===== src/hw/rtl/irfc_pkg.sv =====
package irfc_pkg;

    localparam int MAX_DIM   = 128;
    localparam int DIM_BITS  = $clog2(MAX_DIM);
    localparam int SIZE_BITS = DIM_BITS + 1;
    localparam int ADDR_BITS = 2 * DIM_BITS;
    localparam int PIX_BITS  = 16;
    localparam int OP_BITS   = 3;
    localparam int WIN_BITS  = 8;
    localparam int CFG_BITS  = 8;
    localparam int IDX_BITS  = 2;

    // orientation bits
    localparam int OR_SWAP = 0;
    localparam int OR_MROW = 1;
    localparam int OR_MCOL = 2;

    typedef enum logic [OP_BITS-1:0] {
        OP_WRITE  = 3'd0,
        OP_READ   = 3'd1,
        OP_ROTATE = 3'd2,
        OP_CROP   = 3'd3,
        OP_HFLIP  = 3'd4,
        OP_VFLIP  = 3'd5
    } op_t;

    typedef enum logic [IDX_BITS-1:0] {
        REG_INIT_ROWS = 2'd0,
        REG_INIT_COLS = 2'd1
    } reg_idx_t;

    typedef struct packed {
        logic [OP_BITS-1:0]  op;
        logic [DIM_BITS-1:0] row;
        logic [DIM_BITS-1:0] col;
        logic [PIX_BITS-1:0] pix;
        logic                turn_right;
        logic [1:0]          turns;
        logic [WIN_BITS-1:0] wl;
        logic [WIN_BITS-1:0] wr;
        logic [WIN_BITS-1:0] wt;
        logic [WIN_BITS-1:0] wb;
    } cmd_t;

    typedef struct packed {
        logic                 we;
        logic                 re;
        logic [ADDR_BITS-1:0] addr;
        logic [PIX_BITS-1:0]  wdata;
    } mem_req_t;

    typedef struct packed {
        logic done;
        logic rd_ok;
        logic status;
    } res_t;

    function automatic logic [SIZE_BITS-1:0] clamp_dim(input logic [CFG_BITS-1:0] v);
        logic [SIZE_BITS-1:0] r;
        if (v == '0)
            r = SIZE_BITS'(1);
        else if (v > CFG_BITS'(MAX_DIM))
            r = SIZE_BITS'(MAX_DIM);
        else
            r = SIZE_BITS'(v);
        return r;
    endfunction

endpackage


===== src/hw/rtl/irfc_geom.sv =====
module irfc_geom (
    input  logic                          clk,
    input  logic                          rst_n,
    input  logic                          accept,
    input  irfc_pkg::cmd_t                cmd,
    input  logic                          cfg_we,
    input  logic [irfc_pkg::IDX_BITS-1:0] cfg_index,
    input  logic [irfc_pkg::CFG_BITS-1:0] cfg_data,
    output irfc_pkg::mem_req_t            mem_req,
    output irfc_pkg::res_t                res,
    output logic [irfc_pkg::SIZE_BITS-1:0] rows,
    output logic [irfc_pkg::SIZE_BITS-1:0] cols
);
    import irfc_pkg::*;

    logic [CFG_BITS-1:0]  init_rows_reg, init_rows_next;
    logic [CFG_BITS-1:0]  init_cols_reg, init_cols_next;
    logic [2:0]           orient_reg, orient_next;
    logic [DIM_BITS-1:0]  org_row_reg, org_row_next;
    logic [DIM_BITS-1:0]  org_col_reg, org_col_next;
    logic [SIZE_BITS-1:0] rows_reg, rows_next;
    logic [SIZE_BITS-1:0] cols_reg, cols_next;
    res_t                 res_reg, res_next;

    logic                 in_range;
    logic [DIM_BITS-1:0]  r_m, c_m, p_r, p_c;
    logic                 bad_win;
    logic [DIM_BITS-1:0]  roff, coff;
    logic [1:0]           k;
    logic [2:0]           o_t;
    logic [SIZE_BITS-1:0] r_t, c_t, sw_t;

    always_ff @(posedge clk or negedge rst_n)
    begin
        if (!rst_n)
        begin
            init_rows_reg <= CFG_BITS'(MAX_DIM);
            init_cols_reg <= CFG_BITS'(MAX_DIM);
            orient_reg    <= '0;
            org_row_reg   <= '0;
            org_col_reg   <= '0;
            rows_reg      <= SIZE_BITS'(MAX_DIM);
            cols_reg      <= SIZE_BITS'(MAX_DIM);
            res_reg       <= '0;
        end
        else
        begin
            init_rows_reg <= init_rows_next;
            init_cols_reg <= init_cols_next;
            orient_reg    <= orient_next;
            org_row_reg   <= org_row_next;
            org_col_reg   <= org_col_next;
            rows_reg      <= rows_next;
            cols_reg      <= cols_next;
            res_reg       <= res_next;
        end
    end

    // logical -> store coordinate mapping
    always_comb
    begin
        in_range = ({1'b0, cmd.row} < rows_reg) && ({1'b0, cmd.col} < cols_reg);
        r_m = orient_reg[OR_MROW] ? DIM_BITS'(rows_reg - SIZE_BITS'(1) - {1'b0, cmd.row})
                                  : cmd.row;
        c_m = orient_reg[OR_MCOL] ? DIM_BITS'(cols_reg - SIZE_BITS'(1) - {1'b0, cmd.col})
                                  : cmd.col;
        p_r = orient_reg[OR_SWAP] ? c_m : r_m;
        p_c = orient_reg[OR_SWAP] ? r_m : c_m;
        mem_req.addr  = {DIM_BITS'(org_row_reg + p_r), DIM_BITS'(org_col_reg + p_c)};
        mem_req.wdata = cmd.pix;
        mem_req.we    = accept && (op_t'(cmd.op) == OP_WRITE) && in_range;
        mem_req.re    = accept && (op_t'(cmd.op) == OP_READ) && in_range;
    end

    // crop window check and origin offsets
    always_comb
    begin
        bad_win = (cmd.wt == '0) || (cmd.wt > cmd.wb) || ({1'b0, cmd.wb} > {1'b0, rows_reg})
               || (cmd.wl == '0) || (cmd.wl > cmd.wr) || ({1'b0, cmd.wr} > {1'b0, cols_reg});
        roff = orient_reg[OR_MROW] ? DIM_BITS'(rows_reg - SIZE_BITS'(cmd.wb))
                                   : DIM_BITS'(cmd.wt - WIN_BITS'(1));
        coff = orient_reg[OR_MCOL] ? DIM_BITS'(cols_reg - SIZE_BITS'(cmd.wr))
                                   : DIM_BITS'(cmd.wl - WIN_BITS'(1));
    end

    // rotation: k counterclockwise quarter turns, at most three
    always_comb
    begin
        k    = cmd.turn_right ? 2'(2'd0 - cmd.turns) : cmd.turns;
        o_t  = orient_reg;
        r_t  = rows_reg;
        c_t  = cols_reg;
        sw_t = '0;
        for (int i = 0; i < 3; i++)
        begin
            if (2'(i) < k)
            begin
                o_t  = {o_t[OR_MROW], ~o_t[OR_MCOL], ~o_t[OR_SWAP]};
                sw_t = r_t;
                r_t  = c_t;
                c_t  = sw_t;
            end
        end
    end

    always_comb
    begin
        init_rows_next = init_rows_reg;
        init_cols_next = init_cols_reg;
        orient_next    = orient_reg;
        org_row_next   = org_row_reg;
        org_col_next   = org_col_reg;
        rows_next      = rows_reg;
        cols_next      = cols_reg;
        res_next       = '0;

        if (cfg_we && (cfg_index == REG_INIT_ROWS || cfg_index == REG_INIT_COLS))
        begin
            if (cfg_index == REG_INIT_ROWS)
                init_rows_next = cfg_data;
            else
                init_cols_next = cfg_data;
            orient_next  = '0;
            org_row_next = '0;
            org_col_next = '0;
            rows_next    = clamp_dim(init_rows_next);
            cols_next    = clamp_dim(init_cols_next);
        end
        else if (accept)
        begin
            res_next.done = 1'b1;
            case (op_t'(cmd.op))
                OP_WRITE:
                begin
                    res_next.status = !in_range;
                end
                OP_READ:
                begin
                    res_next.status = !in_range;
                    res_next.rd_ok  = in_range;
                end
                OP_ROTATE:
                begin
                    orient_next = o_t;
                    rows_next   = r_t;
                    cols_next   = c_t;
                end
                OP_CROP:
                begin
                    if (bad_win)
                        res_next.status = 1'b1;
                    else
                    begin
                        if (orient_reg[OR_SWAP])
                        begin
                            org_row_next = DIM_BITS'(org_row_reg + coff);
                            org_col_next = DIM_BITS'(org_col_reg + roff);
                        end
                        else
                        begin
                            org_row_next = DIM_BITS'(org_row_reg + roff);
                            org_col_next = DIM_BITS'(org_col_reg + coff);
                        end
                        rows_next = SIZE_BITS'(cmd.wb - cmd.wt + WIN_BITS'(1));
                        cols_next = SIZE_BITS'(cmd.wr - cmd.wl + WIN_BITS'(1));
                    end
                end
                OP_HFLIP:
                begin
                    orient_next[OR_MCOL] = ~orient_reg[OR_MCOL];
                end
                OP_VFLIP:
                begin
                    orient_next[OR_MROW] = ~orient_reg[OR_MROW];
                end
                default:
                begin
                    res_next.status = 1'b1;
                end
            endcase
        end
    end

    assign res  = res_reg;
    assign rows = rows_reg;
    assign cols = cols_reg;

`ifndef SYNTH
    a_done_follows: assert property (@(posedge clk) disable iff (!rst_n)
        accept && !cfg_we |=> res_reg.done)
        else $error("result strobe missing after accepted command");
    a_no_spurious: assert property (@(posedge clk) disable iff (!rst_n)
        !accept |=> !res_reg.done)
        else $error("result strobe without command");
    a_rd_ok_clean: assert property (@(posedge clk) disable iff (!rst_n)
        res_reg.rd_ok |-> res_reg.done && !res_reg.status)
        else $error("read data flagged on failed command");
    a_size_range: assert property (@(posedge clk) disable iff (!rst_n)
        rows_reg != '0 && cols_reg != '0
        && rows_reg <= SIZE_BITS'(MAX_DIM) && cols_reg <= SIZE_BITS'(MAX_DIM))
        else $error("image size out of range");
    a_window_fits: assert property (@(posedge clk) disable iff (!rst_n)
        orient_reg[OR_SWAP]
            ? ({1'b0, org_row_reg} + cols_reg <= SIZE_BITS'(MAX_DIM)
               && {1'b0, org_col_reg} + rows_reg <= SIZE_BITS'(MAX_DIM))
            : ({1'b0, org_row_reg} + rows_reg <= SIZE_BITS'(MAX_DIM)
               && {1'b0, org_col_reg} + cols_reg <= SIZE_BITS'(MAX_DIM)))
        else $error("window extends past frame store");
`endif

endmodule


===== config.mk =====
export PLATFORM = sky130hd
export DESIGN_NAME = irfc_geom
export DESIGN_NICKNAME = d
export VERILOG_FILES = /design/src/hw/rtl/irfc_pkg.sv /design/src/hw/rtl/irfc_geom.sv
export SDC_FILE = /design/constraint.sdc
export NUM_CORES = 1
export LEC_CHECK = 0
export BUFFER_PORTS_ARGS = -buffer_cell sky130_fd_sc_hd__buf_2
export CAP_MARGIN = 5
export CORE_MARGIN = 1
export CORE_UTILIZATION = 55
export CTS_CLUSTER_DIAMETER = 40
export DETAILED_ROUTE_END_ITERATION = 16
export PLACE_DENSITY_LB_ADDON = 0.25
export SLEW_MARGIN = 20
export SYNTH_ARGS = -nofsm -noshare
export SYNTH_HDL_FRONTEND = slang
export SYNTH_SLANG_ARGS = --single-unit

===== constraint.sdc =====
create_clock -name clk -period 4.85 [get_ports clk]
set_input_delay 0.97 -clock clk [delete_from_list [all_inputs] [get_ports clk]]
set_output_delay 0.97 -clock clk [all_outputs]
set_load 0.03 [all_outputs]

-- Yosys cells after proc, flatten, opt, wreduce, memory -nomap -nowiden
Cells that the tools add are included.
- register bits after elaboration: 52
- output and inout port bits: 51
- add/subtract/negate cells: 19
- $lt $le $gt $ge: 11
- equality and inequality tests: 8
- mux-type cells: 52
- bitwise operators: 7
- reductions and logical operators: 32
- operator list (cell ; number):
    $mux 8 ; 20
    $mux 7 ; 16
    $add 7x7->7 ; 6
    $gt 8x8->1 ; 4
    $logic_not 8->1 ; 4
    $pmux 8 s2 ; 2
    $sub 7x1->7 const B ; 4
    $sub 7x7->7 ; 4
    $mux 3 ; 7
    $add 8x1->8 const B ; 2
    $gt 8x8->1 const B ; 2
    $lt 7x8->1 ; 2
    $sub 8x8->8 ; 2
    $reduce_bool 3->1 ; 3
    $not 1->1 ; 7
    $eq 3x2->1 const B ; 2
    $eq 3x3->1 const B ; 2
    $logic_and 1x1->1 ; 6
    $logic_or 1x1->1 ; 6
    $reduce_and 2->1 ; 3
    $reduce_and 3->1 ; 2
    $reduce_bool 2->1 ; 3
    $lt 1x2->1 const A ; 2
    $pmux 1 s2 ; 2
    14 further kinds ; 16

-- Depth between registers and ports, before layout
- depth in word-level cells: 11
- gate-level depth with buffers: 17
- mapped depth without buffers: 17

-- Worst setup path after synthesis
OpenSTA, ideal clock, no wires.
- path type: input to output
- start point: input port cmd[51] (netlist name)
- end point: output port mem_req[29] (netlist name)
- arrival time: 3.678 ns
- data required time: 3.880 ns
- path slack: 0.202 ns
- stages: 13
- buffers on the path: 0
- path through: inv_1 -> ha_1 -> fa_1 -> and2_1 -> o31a_1 -> fa_1 -> a21oi_1 -> nor2_1 -> nor2_1 -> o21bai_1 -> a21oi_1 -> xnor2_1 -> xnor2_1
- RTL lines (item ; line ; text):
    start, declared ; irfc_geom.sv:5 ; input irfc_pkg::cmd_t cmd,
    end, declared ; irfc_geom.sv:9 ; output irfc_pkg::mem_req_t mem_req,

==> impl_metrics.ini <==
[outcome]
status = finished clean

[synthesis]
synth_fp_nets = 1145
synth_top_area_share_pct = 20.2
synthMostInstantiatedCell = ha_1
synth-seq-area-share_pct = 17.3
synth_edf_count = 0
syn_avg_cell_area_sq_um = 8.11
ys.flop_type = dfrtp_1
synth_common_cells = ha_1 (122), inv_1 (99), nand2_1 (78)
synthArstFlopShare_pct = 100
synthDistinctLibCells = 79
synthTopCellsByArea = ha_1 (20%), dfrtp_1 (16%), inv_1 (4.9%), mux2i_1 (4.9%), xnor2_1 (4.9%)
synth_top_area_cell = ha_1
ys_seq_elements = 52
yosysWarnings = 0
synth_area_sq_um = 7540
syn_inst = 930

[timing]
min_period_ns = 4.69
maxSlewHeadroom_pct = 29.0
worst_pin_slew_ns = 1.05
final.setup.tns_ns = 0
clock.fmax_mhz = 213
fin_crit_sh_pct = 96.8
finalHoldViolations = 0
setup_violations = 0
drv_slew = 0
fin_worst_skew_ns = 0.00940

[floorplan]
die_w_microns = 119
die_area_sq_um = 14200
io_pins = 133
die_h_microns = 119
initial_core_util_pct = 56.7
core_area_sq_um = 13300
rows = 42

[placed_design]
place.port_buffers = 100
post-dp-hpwl_mm = 17.9
globalplace.congestion = 0.964
placed_cells = 1174

[final_layout]
fin_util_pct = 62.7
regArea_sq_um = 1310
num_antenna_cells = 0
nNetsFinal = 1220
layoutNonFillerInstCount = 1182
multiInputGateArea_sq_um = 5660
drive_gt1_share_pct = 17.8
n_fill_cell = 1206
area.growth.synth_to_final_pct = 10.4

[clock_tree]
cts_buffer_depth = 2
cts_buffers = 5
root_buffer = clkbuf_16
postCtsSetupBuffers = 0
h-tree-depth = 2
cts_num_sinks = 52
clock_latency_ns = 0.32
tritoncts = yes
path_clk_slew_ns = 0.08

[global_route]
grt_pass1_wl_mm = 34.4
grt_pass1_vias = 6676
grt_use_total_pct = 31.1
overflow = 0
grt_start_max_net_pins = 42
antenna_found_initial = 1

[pwr]
power_density_nw_per_um2 = 351
p_switching_w = 0.00149
power_frac_clock_pct = 13.9
leakage_nw = 4.09
pwr-share-seq_pct = 20.6
comb_power_share_pct = 65.5
intPower_w = 0.00144
ir_drop_mv = 0.237
sw_frac_of_total_pct = 50.9

[setup_path]
path_buf_inv = 4
cpPeakStageDelay_ns = 0.40
cp_cell_sequence = buf_2, inv_1, ha_1, fa_1, a21oi_1, o21bai_1, xor2_1, mux2i_1, mux2i_1, ha_1, inv_1, o21bai_1, a21oi_2, xnor2_1, xnor2_1, buf_4
critPathTopFamily = adder cells
end_kind = primary output
worstSetupStartpointType = primary input
path_class = primary input to primary output
required_ns = 3.88
crit_path_top_delay_cell = fa_1
cp_max_fo = 3
arrival_ns = 3.72

[detailed_routing]
drc = 0
dr.pass1.iters = 5
wl_per_cell_microns = 18.7
wirelength_mm = 22.1
ant_nets = 0
drt-initial-drc-count = 473
viasPerCell = 6.04
vias = 7136

[run]
drv_cap = 0

[hold_path]
worst_hold_path_type = flip-flop to flip-flop
==> cell type report <==
cell class	instances	share of cell area, %
timing repair buffer	115	7.42
sequential	52	15.7
multi-input combinational	731	67.9
inverter	100	4.51
tap	176	2.64
clock inverter	3	0.345
clock buffer	5	1.50
==> path summary, 6_finish.rpt <==
| kind | start | endpoint | slack, ns | cells past startpoint |
|---|---|---|---|---|
| min | init_rows_reg[7]$_DFFE_PN1P_ | init_rows_reg[7]$_DFFE_PN1P_ | 0.47 | 2 |
| max reg2reg | flip-flop | org_col_reg[6]$_DFFE_PN0P_ | 0.92 | 17 |
| max | cmd[58] | mem_req[22] | 0.16 | 16 |
| min in group asynchronous | rst_n | org_col_reg[1]$_DFFE_PN0P_ | 0.53 | 1 |
| max in group asynchronous | rst_n | async pin | 3.43 | 2 |
| min reg2reg | init_rows_reg[7]$_DFFE_PN1P_ | init_rows_reg[7]$_DFFE_PN1P_ | 0.47 | 2 |
==> power by group through the flow <==
stage	registers, W	clock network, W	logic (W)
final	0.000603	0.000407	0.00192
after global routing	0.000611	0.000424	0.00209
after floorplan	0.000618	0	0.00135
after global placement	0.000605	0	0.00183
after CTS	0.000598	0.000413	0.00187
after detailed placement	0.000606	0	0.00185
==> through the flow <==
step | hold slack, ns | setup WS, ns | total power [W] | cell area [sq um]
2_1_floorplan | 0.439 | 0.202 | 0.00197 | 7540
3_3_place_gp | 0.450 | 0.0758 | 0.00243 | 8120
3_5_place_dp | 0.453 | -0.000139 | 0.00246 | 8120
4_1_cts | 0.469 | 0.0105 | 0.00288 | 8280
5_1_grt | 0.493 | -0.0187 | 0.00312 | 8330
6_report | 0.465 | 0.156 | 0.00293 | 8330
==> routing by layer <==
metal / global-route usage, % / part of all wire (%)
met4: 13.3 / 4.1
met5: 0 / 0.050
met2: 50.8 / 46
met1: 41.1 / 43
met3: 4.12 / 6.6
==> cells by family after synthesis <==
group           after synthesis  synth area share (%)
mux                          53                  7.30
compound gates              237                  21.2
buf+inv                     147                  8.38
flops                        52                  17.3
simple gates                256                  16.6
fa+ha+maj                   134                  23.3
xor+xnor                     51                  5.92
==> worst reg2reg max path, stage by stage (launching register included) <==
cell and delay [ns]:
dfrtp_1 0.43, buf_4 0.19, inv_1 0.10, ha_1 0.20, inv_1 0.06, fa_1 0.43
xnor2_1 0.18, nor2_1 0.05, a21oi_1 0.30, mux2i_1 0.16, ha_1 0.34, nor2b_1 0.14
o21ai_0 0.23, a21boi_0 0.17, o21a_1 0.23, or3_1 0.31, o2111ai_1 0.20, nor3b_1 0.08
==> cells in the final DEF, fill, tap and decap left out, types with 7 or more instances in the layout <==
master / instances
ha_1: 122
inv_1: 99
buf_2: 98
nand2_1: 78
a21oi_1: 65
nor2_1: 60
dfrtp_1: 48
xnor2_1: 42
o21ai_0: 39
mux2i_1: 36
nor3_1: 24
nand3_1: 22
buf_4: 17
mux2_2: 16
a31oi_1: 15
a21o_1: 13
nor2b_1: 12
o21bai_1: 10
xor2_1: 9
o21a_1: 9
fa_1: 9
or3_1: 8
nand4_1: 8
a21oi_2: 7
nor4_1: 7
a21boi_0: 7
==> timing repair <==
action | 4_1_cts | 5_1_grt
resized for setup | 1 | 15
hold buffers | 0 | 0
pin swaps | 0 | 2
endpoints found under the setup margin | 1 | 2
(Power assumes the default switching activity.)
